File: src/hw/rtl/mbe_pkg.sv
package mbe_pkg;

  localparam int FRAC_BITS   = 28;
  localparam int WORD_W      = 32;
  localparam int CNT_W       = 12;
  localparam int PROD_W      = 2 * WORD_W;
  localparam int STEP_W      = $clog2(WORD_W);
  localparam logic [CNT_W-1:0] LIMIT_RESET = CNT_W'(511);

  // finished count handed from the iterator to the output stage
  typedef struct packed {
    logic             valid;
    logic [CNT_W-1:0] count;
  } res_t;

endpackage

File: src/hw/rtl/mbe_mul.sv
module mbe_mul (
  input  logic                                 clk_i,
  input  logic                                 rst_ni,
  input  logic                                 load_i,
  input  logic                                 step_i,
  input  logic                                 last_i,
  input  logic signed [mbe_pkg::WORD_W-1:0]    a_i,
  input  logic signed [mbe_pkg::WORD_W-1:0]    b_i,
  output logic signed [mbe_pkg::PROD_W-1:0]    prod_o
);
  import mbe_pkg::*;

  localparam int HI_W = WORD_W + 2;
  localparam int P_W  = HI_W + WORD_W;

  // P holds the partial sum on top and the multiplier bits still to scan below
  logic signed [WORD_W-1:0] a_q;
  logic [P_W-1:0]           p_q, p_d;
  logic signed [HI_W-1:0]   addend, hi;

  always_comb begin
    addend = '0;
    if (p_q[0]) begin
      // sign bit of the multiplier weighs -2^(W-1)
      addend = last_i ? -HI_W'(a_q) : HI_W'(a_q);
    end
    hi  = signed'(p_q[P_W-1:WORD_W]) + addend;
    p_d = {hi[HI_W-1], hi, p_q[WORD_W-1:1]};
  end

  always_ff @(posedge clk_i or negedge rst_ni) begin
    if (!rst_ni) begin
      p_q <= '0;
    end else if (load_i) begin
      p_q <= {HI_W'(0), b_i};
    end else if (step_i) begin
      p_q <= p_d;
    end
  end

  always_ff @(posedge clk_i) begin
    if (load_i) begin
      a_q <= a_i;
    end
  end

  assign prod_o = signed'(p_q[PROD_W-1:0]);

endmodule

File: src/hw/rtl/mbe_iter.sv
module mbe_iter (
  input  logic                              clk_i,
  input  logic                              rst_ni,
  input  logic                              start_i,
  input  logic [mbe_pkg::WORD_W-1:0]        c_real_i,
  input  logic [mbe_pkg::WORD_W-1:0]        c_imag_i,
  input  logic [mbe_pkg::CNT_W-1:0]         limit_i,
  output logic                              idle_o,
  output mbe_pkg::res_t                     res_o,
  input  logic                              res_ready_i
);
  import mbe_pkg::*;

  localparam int DW = PROD_W + 1;
  localparam int SW = DW - FRAC_BITS;
  localparam int NW = ((SW > WORD_W) ? SW : WORD_W) + 1;
  localparam logic signed [NW-1:0] SAT_MAX = NW'(64'sd2147483647);
  localparam logic signed [NW-1:0] SAT_MIN = NW'(-64'sd2147483648);

  typedef enum logic [2:0] {IDLE, LOAD, MUL, EVAL, UPD, DONE} state_e;

  state_e                  state_q;
  logic [STEP_W-1:0]       step_q;
  logic [CNT_W-1:0]        n_q;
  logic signed [WORD_W-1:0] cr_q, ci_q, x_q, y_q;
  logic signed [DW-1:0]    diff_q;
  logic signed [PROD_W-1:0] xy_q;
  logic                    inside_q;

  logic signed [PROD_W-1:0] xx, yy, xy;
  logic [PROD_W-1:0]       sumsq;
  logic signed [NW-1:0]    nr, ni;
  logic signed [WORD_W-1:0] nr_sat, ni_sat;
  logic                    mload, mstep, mlast;

  assign mload = (state_q == LOAD);
  assign mstep = (state_q == MUL);
  assign mlast = (step_q == STEP_W'(WORD_W - 1));

  mbe_mul u_mul_xx (.clk_i, .rst_ni, .load_i(mload), .step_i(mstep), .last_i(mlast),
                    .a_i(x_q), .b_i(x_q), .prod_o(xx));
  mbe_mul u_mul_yy (.clk_i, .rst_ni, .load_i(mload), .step_i(mstep), .last_i(mlast),
                    .a_i(y_q), .b_i(y_q), .prod_o(yy));
  mbe_mul u_mul_xy (.clk_i, .rst_ni, .load_i(mload), .step_i(mstep), .last_i(mlast),
                    .a_i(x_q), .b_i(y_q), .prod_o(xy));

  always_comb begin
    // squares are non-negative, so the sum fits unsigned
    sumsq = xx + yy;
    // arithmetic shift is floor; xy scaled by 2 via one shift less
    nr = NW'(signed'(diff_q[DW-1:FRAC_BITS])) + NW'(cr_q);
    ni = NW'(signed'(xy_q[PROD_W-1:FRAC_BITS-1])) + NW'(ci_q);
    priority if (nr > SAT_MAX) nr_sat = SAT_MAX[WORD_W-1:0];
    else if (nr < SAT_MIN)     nr_sat = SAT_MIN[WORD_W-1:0];
    else                       nr_sat = nr[WORD_W-1:0];
    priority if (ni > SAT_MAX) ni_sat = SAT_MAX[WORD_W-1:0];
    else if (ni < SAT_MIN)     ni_sat = SAT_MIN[WORD_W-1:0];
    else                       ni_sat = ni[WORD_W-1:0];
  end

  always_ff @(posedge clk_i or negedge rst_ni) begin
    if (!rst_ni) begin
      state_q <= IDLE;
      step_q  <= '0;
      n_q     <= '0;
    end else begin
      unique case (state_q)
        IDLE: begin
          if (start_i) begin
            n_q     <= '0;
            state_q <= LOAD;
          end
        end
        LOAD: begin
          step_q  <= '0;
          state_q <= MUL;
        end
        MUL: begin
          step_q <= step_q + STEP_W'(1);
          if (mlast) begin
            state_q <= EVAL;
          end
        end
        EVAL: state_q <= UPD;
        UPD: begin
          if (n_q < limit_i && inside_q) begin
            n_q     <= n_q + CNT_W'(1);
            state_q <= LOAD;
          end else begin
            state_q <= DONE;
          end
        end
        DONE: begin
          if (res_ready_i) begin
            state_q <= IDLE;
          end
        end
        default: state_q <= IDLE;
      endcase
    end
  end

  always_ff @(posedge clk_i) begin
    if (state_q == IDLE && start_i) begin
      cr_q <= signed'(c_real_i);
      ci_q <= signed'(c_imag_i);
      x_q  <= signed'(c_real_i);
      y_q  <= signed'(c_imag_i);
    end else if (state_q == UPD && n_q < limit_i && inside_q) begin
      x_q <= nr_sat;
      y_q <= ni_sat;
    end
    if (state_q == EVAL) begin
      // |z|^2 < 4 with 2F fraction bits
      inside_q <= (sumsq[PROD_W-1:2*FRAC_BITS+2] == '0);
      diff_q   <= DW'(xx) - DW'(yy);
      xy_q     <= xy;
    end
  end

  assign idle_o      = (state_q == IDLE);
  assign res_o.valid = (state_q == DONE);
  assign res_o.count = n_q;

endmodule

File: src/hw/rtl/mandelbrot_escape_time_core.sv
// Channel   Direction  Ports                        Payload (low bit up)
// s_axis    in         tvalid/tready/tdata[63:0]    point_real[31:0], point_imag[63:32]
// m_axis    out        tvalid/tready/tdata[15:0]    escape_count[11:0], zero pad
// cfg       in         cfg_we_i, cfg_wdata_i[11:0]  iteration_limit
//
// Each iteration steps through LOAD, MUL, EVAL and UPD; MUL runs the bit-serial 32-step multiplier.
// A point runs escape_count + 1 iterations after accept; DONE then loads the output register (tvalid).
// One point is worked at a time; tready is high only while the iterator idles.
// The output register holds a result under stall while the next point runs.
// Reset sets the limit to 511 and empties the output register.
module mandelbrot_escape_time_core (
  input  logic        clk_i,
  input  logic        rst_ni,
  input  logic        s_axis_tvalid_i,
  output logic        s_axis_tready_o,
  input  logic [63:0] s_axis_tdata_i,   // point_real, point_imag
  output logic        m_axis_tvalid_o,
  input  logic        m_axis_tready_i,
  output logic [15:0] m_axis_tdata_o,   // escape_count, pad
  input  logic        cfg_we_i,
  input  logic [11:0] cfg_wdata_i
);
  import mbe_pkg::*;

  logic [CNT_W-1:0] limit_q;
  logic [CNT_W-1:0] count_q;
  logic             oval_q;
  logic             idle, res_ready;
  res_t             res;

  assign res_ready = !oval_q || m_axis_tready_i;

  mbe_iter u_iter (
    .clk_i,
    .rst_ni,
    .start_i     (s_axis_tvalid_i && idle),
    .c_real_i    (s_axis_tdata_i[WORD_W-1:0]),
    .c_imag_i    (s_axis_tdata_i[2*WORD_W-1:WORD_W]),
    .limit_i     (limit_q),
    .idle_o      (idle),
    .res_o       (res),
    .res_ready_i (res_ready)
  );

  always_ff @(posedge clk_i or negedge rst_ni) begin
    if (!rst_ni) begin
      limit_q <= LIMIT_RESET;
      oval_q  <= 1'b0;
    end else begin
      if (cfg_we_i) begin
        limit_q <= cfg_wdata_i;
      end
      if (res_ready) begin
        oval_q <= res.valid;
      end
    end
  end

  always_ff @(posedge clk_i) begin
    if (res_ready && res.valid) begin
      count_q <= res.count;
    end
  end

  assign s_axis_tready_o = idle;
  assign m_axis_tvalid_o = oval_q;
  assign m_axis_tdata_o  = {(16 - CNT_W)'(0), count_q};

endmodule

File: config.mk
export PLATFORM = sky130hd
export DESIGN_NAME = mandelbrot_escape_time_core
export DESIGN_NICKNAME = d
export VERILOG_FILES = /design/src/hw/rtl/mbe_pkg.sv /design/src/hw/rtl/mbe_mul.sv /design/src/hw/rtl/mbe_iter.sv /design/src/hw/rtl/mandelbrot_escape_time_core.sv
export SDC_FILE = /design/constraint.sdc
export NUM_CORES = 1
export LEC_CHECK = 0
export BUFFER_PORTS_ARGS = -buffer_cell sky130_fd_sc_hd__buf_2
export CORE_ASPECT_RATIO = 1.25
export CORE_MARGIN = 2
export CORE_UTILIZATION = 50
export CTS_CLUSTER_DIAMETER = 80
export CTS_CLUSTER_SIZE = 24
export DETAILED_ROUTE_END_ITERATION = 10
export PLACE_DENSITY = 0.69
export SYNTH_ARGS = -nofsm -noshare
export SYNTH_HDL_FRONTEND = slang
export SYNTH_SLANG_ARGS = --single-unit
export TNS_END_PERCENT = 20
File: constraint.sdc
create_clock -name clk_i -period 5.3 [get_ports clk_i]
set_clock_uncertainty 0.1 [all_clocks]
set_input_delay 0.265 -clock clk_i [delete_from_list [all_inputs] [get_ports clk_i]]
set_output_delay 0.265 -clock clk_i [all_outputs]
set_load 0.05 [all_outputs]
# Word level (Yosys, flattened, before mapping)
# Cells that the tools add are included.
word_totals:
  ff_bits: 565
  inputBits: 81
  out_inout_bits: 18
classes:
  add_sub_neg: 11
  order_cmp: 5
  eq_ne: 10
  mux: 28
  n_reduce_logical: 15
op_table:
  columns: ["cell", "count"]
  rows:
  - ["66-bit two-way mux", 6]
  - ["32-bit two-way mux", 8]
  - ["34-bit two-way mux", 5]
  - ["34-bit adder", 3]
  - ["37-bit by 32-bit adder with 38-bit output", 2]
  - ["38-bit by 32-bit > comparator with 1-bit output, second input constant", 2]
  - ["38-bit by 32-bit < comparator with 1-bit output, second input constant", 2]
  - ["32-bit negator with 34-bit output", 2]
  - ["64-bit by 64-bit subtractor with 65-bit output", 1]
  - ["64-bit adder", 1]
  - ["12-bit two-way mux", 2]
  - ["12-bit case mux with 2 select lines", 1]
  - ["3-bit case mux with 6 select lines", 1]
  - ["12-bit by 1-bit adder with 12-bit output, second input constant", 1]
  - ["12-bit < comparator", 1]
  - ["3-bit two-way mux", 4]
  - ["5-bit case mux with 2 select lines", 1]
  - ["3-bit by 2-bit == test with 1-bit output, second input constant", 2]
  - ["3-bit == test, second input constant", 2]
  - ["1-bit logical AND", 6]
  - ["6-bit logical NOT", 1]
  - ["3-bit AND reduction", 2]
  - ["2-bit nonzero test", 3]
  - ["5-bit by 1-bit adder with 5-bit output, second input constant", 1]
  - ["7 further kinds", 9]

# Logic depth before layout (Yosys ltp)
logic_depth:
  ltp_word: 6
  depth_mapped: 22

# Modules after synthesis
# Synthesis repeated with hierarchy kept, for this count alone.
hier_totals:
  cells_unflattened: 4145
  hier_area_um2: 39278.9
modules_own_cells:
  columns: ["mod", "n_inst", "cells_per_inst", "area_each_um2"]
  rows:
  - ["mbe_iter", 1, 1834, 17409.2]
  - ["mbe_mul at u_iter.u_mul_xx ...", 2, 750, 6986.7]
  - ["mbe_mul at u_iter.u_mul_yy", 1, 764, 6956.7]
  - ["mandelbrot_escape_time_core", 1, 47, 939.7]

# Worst setup path after synthesis
# OpenSTA, ideal clock, no wires.
synth_path:
  kind: "register to register"
  start: "reg u_iter.u_mul_yy.a_q[4]"
  end: "reg u_iter.u_mul_yy.p_q[64]"
  t_arrival_ns: 5.085
  path_slack_ns: -0.004
  path_stages_with_launch: 23
  cell_sequence: "edfxtp_1 > or4_1 > nor3_1 > nand2_1 > or2_2 > nand2b_1 > or3_1 > o21ai_0 > xnor2_1 > and2_1 > ha_1 > clkbuf_1 > a21o_1 > a21o_1 > a211oi_1 > o2111ai_1 > o31ai_1 > o211ai_1 > a31o_2 > a21oi_1 > xor2_1 > o211ai_1 > nor2b_1"
synth_between:
  elab_chain_len: 6
synth_lines:
  columns: ["item", "line_no", "text"]
  rows:
  - ["start: declaration", "mbe_mul.sv:17", "logic signed [WORD_W-1:0] a_q;"]
  - ["start signal: assignment", "mbe_mul.sv:43", "a_q <= a_i;"]
  - ["32-bit negator with 34-bit output", "mbe_mul.sv:25", "addend = last_i ? -HI_W'(a_q) : HI_W'(a_q);"]
  - ["34-bit two-way mux (*)", "mbe_mul.sv:25", null]
  - ["34-bit two-way mux (*)", "mbe_mul.sv:23", "if (p_q[0]) begin"]
  - ["34-bit adder (*)", "mbe_mul.sv:27", "hi = signed'(p_q[P_W-1:WORD_W]) + addend;"]
  - ["66-bit two-way mux (*)", "mbe_mul.sv:36", "end else if (step_i) begin"]
  - ["66-bit two-way mux (*)", "mbe_mul.sv:34", "end else if (load_i) begin"]
  - ["end signal: assignment", "mbe_mul.sv:35", "p_q <= {HI_W'(0), b_i};"]
  - ["end signal: assignment", "mbe_mul.sv:37", "p_q <= p_d;"]
  - ["end: declaration", "mbe_mul.sv:18", "logic [P_W-1:0] p_q, p_d;"]
# Every way passes the cells marked *; elsewhere a longest branch is shown, timed or not. The select of a mux whose other input is x is not followed.
# A chain may end at the register's enable or synchronous reset.

# Final worst setup path
layout_path:
  start: "reg u_iter.u_mul_yy.a_q[5]"
  end: "reg u_iter.u_mul_yy.p_q[64]"
# The elaborated chain is that of the path after synthesis.

==> impl_metrics.yaml <==
status:
  status: "finished clean"
logic_synthesis:
  netlist_instances: 3689
  syn_area_per_cell_sq_um: 9.32
  synth_edf_count: 279
  syn_area_sq_mm: 0.0344
  async_reset_ff_share_pct: 45.0
  ys_warn_count: 0
  ys.flop_type: "edfxtp_1"
  synthDistinctLibCells: 91
  yosysSeqAreaShare_pct: 41.0
  ys_seq_elements: 507
global_route:
  grt_pass1_wl_mm: 152
  grt_pass1_vias: 27000
  track_usage_pct: 27.3
  grt_max_degree: 117
  gr-total-overflow: 0
  grt_antenna_before_repair: 2
place:
  gp_congestion: 1.00
  place_area_sq_mm: 0.0358
  io_buffers: 94
  hpwl_mm: 75.7
  dp.cells: 4557
floorplan:
  io_pins: 99
  rows: 107
  start_util_pct: 50.4
  die_area_sq_mm: 0.0709
  die_w_um: 238
  die_h_um: 297
  core_area_sq_mm: 0.0681
power:
  vdd_drop_max_mv: 0.352
  power_mw: 25.1
  p_leak_nw: 16.0
  p_per_area_mw_per_mm2: 662
sta:
  min_period_over_period_pct: 97.1
  worstMarginPinSlew_ns: 1.08
  slew_headroom_pct: 27.7
  finalHoldViolCount: 0
  finalSetupViolations: 0
  drv_slew: 0
  fmax_mhz: 194
  rsz0062_at_grt: "yes"
  period_needed_ns: 5.14
final_layout:
  layout_common_cells: "410 x nand2_1, 321 x a21oi_1, 313 x ha_1, 279 x edfxtp_1, 277 x nor2_1"
  n_antenna_cell: 0
  fin_cells: 4718
  fillers: 6047
  layout.nets: 4222
  multi_input_area_sq_mm: 0.0191
  layout-drive-gt1-share_pct: 7.15
  regArea_sq_mm: 0.0141
  final_common_cell: "nand2_1"
  stdcell_area_sq_mm: 0.0380
  area_growth_pct: 10.5
critical_path:
  critPathBufInv: 0
  critPathTopFamily: "compound AO/OA/AOI/OAI gates"
  startpoint_type: "register"
  rr_worst_depth: 21
  crit_chain: "or4_4 -> nor3_4 -> nand2_1 -> or2_2 -> nand2b_4 -> or3_4 -> o21ai_2 -> xnor2_1 -> and2_1 -> ha_1 -> a21o_1 -> a21o_1 -> a211oi_2 -> o2111ai_1 -> o31ai_2 -> o211ai_1 -> a31o_2 -> a21oi_2 -> xor2_1 -> o211ai_1 -> nor2b_1"
  regToRegEndpoint: "u_iter.u_mul_yy.p_q[64]"
  cp_max_fo: 3
  crit_slowest_cell: "or4_4"
  reg2reg_setup_slack_ns: 0.16
  critPathRequiredTime_ns: 5.70
  crit_type: "register to register"
  cp.arrival_ns: 5.54
  r2r-start: "u_iter.u_mul_yy.a_q[5]"
  end_kind: "register"
  timing.critical_path.slowest_cell_delay_ns: 0.55
clock_network:
  clock_latency_ns: 0.64
  cts_tree: "done"
  clk_pin_slew_ns: 0.10
  clkSinkCount: 507
  numCtsBuffers: 30
  clock_tree.buffer_depth: 3
  htree_levels: 1
  cts-root-buf: "clkbuf_16"
routing:
  dr.first_iter.drc_count: 2266
  num_vias: 28400
  drcViolationCount: 0
  wl_mm: 99.4
  post_drt_wl_per_cell_um: 21.1
  drtPass1Iterations: 5
  ant_nets: 0
  vias_per_cell: 6.01
job:
  cap_viol_max_count: 0
worst_hold_path:
  worstHoldEndpoint: "limit_q[0]"
  hp-class: "input port to register"
  hold_path_depth: 2
  hp-start: "cfg_we_i"
==> layer usage <==
layer  vias to the layer above  part of all wire (%)  track usage, %
met1                     13700                    44            37.1
met2                       876                    47            45.6
li1                      13600                     -               -
met3                       175                   4.8            1.83
met5                         -                     0               0
met4                         0                   4.4            11.0
==> logic make-up after synthesis <==
family,Yosys count,share of synthesized area (%)
compound gates,1116,21.1
other cells,1,0.0109
xor+xnor,250,6.37
flops,507,41.0
simple gates,1146,15.7
fa+ha+maj,319,11.7
mux,7,0.211
buf+inv,343,3.90
==> worst max-delay path by stage <==
stage	from	to	cells after the start
6_report	u_iter.u_mul_yy.a_q[5]	u_iter.u_mul_yy.p_q[64]	21
5_1_grt	u_iter.u_mul_yy.a_q[5]	u_iter.u_mul_yy.p_q[64]	21
4_1_cts	u_iter.u_mul_xx.a_q[6]	u_iter.u_mul_xy.p_q[64]	18
3_5_place_dp	u_iter.u_mul_yy.a_q[5]	u_iter.u_mul_yy.p_q[64]	21
3_3_place_gp	u_iter.u_mul_yy.a_q[4]	u_iter.u_mul_yy.p_q[64]	21
2_1_floorplan	u_iter.u_mul_yy.a_q[4]	u_iter.u_mul_yy.p_q[64]	22
==> flip-flops by register name (all words and copies together), names as in the netlist, 32 cells and up <==
register / cells
u_iter.cr_q: 32
u_iter.u_mul_yy.p_q: 65
u_iter.u_mul_xx.a_q: 32
u_iter.xy_q: 37
u_iter.u_mul_yy.a_q: 32
u_iter.u_mul_xy.p_q: 65
u_iter.y_q: 32
u_iter.ci_q: 32
u_iter.x_q: 32
u_iter.diff_q: 37
u_iter.u_mul_xx.p_q: 65
==> worst reg2reg max path, delay by kind of cell (launching register included) <==
kind | cells | cell delay [ns]
AOI/OAI and AO/OA | 10 | 1.98
xor gates and xnor gates | 2 | 0.27
adders and majority gates | 1 | 0.29
DFF | 1 | 0.43
and+or+nand+nor | 8 | 1.97
==> stage by stage <==
| step | hold slack, ns | util (%) | setup WS [ns] | setup TNS (ns) |
|---|---|---|---|---|
| floorplan | -0.131 | - | 0.0877 | 0 |
| global placement | 0.295 | 52.6 | 0.0380 | 0 |
| detailed placement | 0.293 | 52.6 | -0.0534 | -0.0534 |
| CTS | 0.0255 | 55.6 | 0.0285 | 0 |
| global route | 0.0865 | 55.7 | -0.0367 | -0.0367 |
| finish | 0.0709 | 55.7 | 0.156 | 0 |
==> final cells by class <==
type                    instances  area share (%)
clock inverters                14           0.442
repair buffers                256            5.28
inverters                     185            1.83
multi-input cells            2842            50.2
flip-flops and latches        507            37.1
well taps                     872            2.87
clock buffers                  42            2.26
==> repair_timing <==
item                                    4_1_cts  5_1_grt
hold buffers                                101        0
pin swaps                                     1        8
setup buffers                                 0        4
gates resized for setup                       2       17
endpoints found under the hold margin       246        0
endpoints found under the setup margin        1       11
==> synth_stat cells, drive strengths merged (72+ instances only) <==
library cell,instances,area share (%)
a21o,106,2.3
a21oi,330,4.9
a31oi,88,1.6
and2,72,1.3
clkbuf,140,1.5
dfrtp,219,16
edfxtp,279,24
ha,314,11
inv,184,2.0
nand2,412,4.5
nor2,278,3.0
nor2b,92,1.7
o21ai,217,3.2
xnor2,134,3.4
xor2,116,3.0
==> power by group <==
| group | total (mW) | leakage, nW | switching [mW] | internal, mW |
|---|---|---|---|---|
| Sequential | 7.82 | 5.37 | 1.62 | 6.20 |
| Clock | 2.66 | 0.499 | 1.47 | 1.20 |
| Combinational | 14.6 | 10.1 | 8.96 | 5.69 |
No activity file was read; power rests on OpenSTA's default activity.
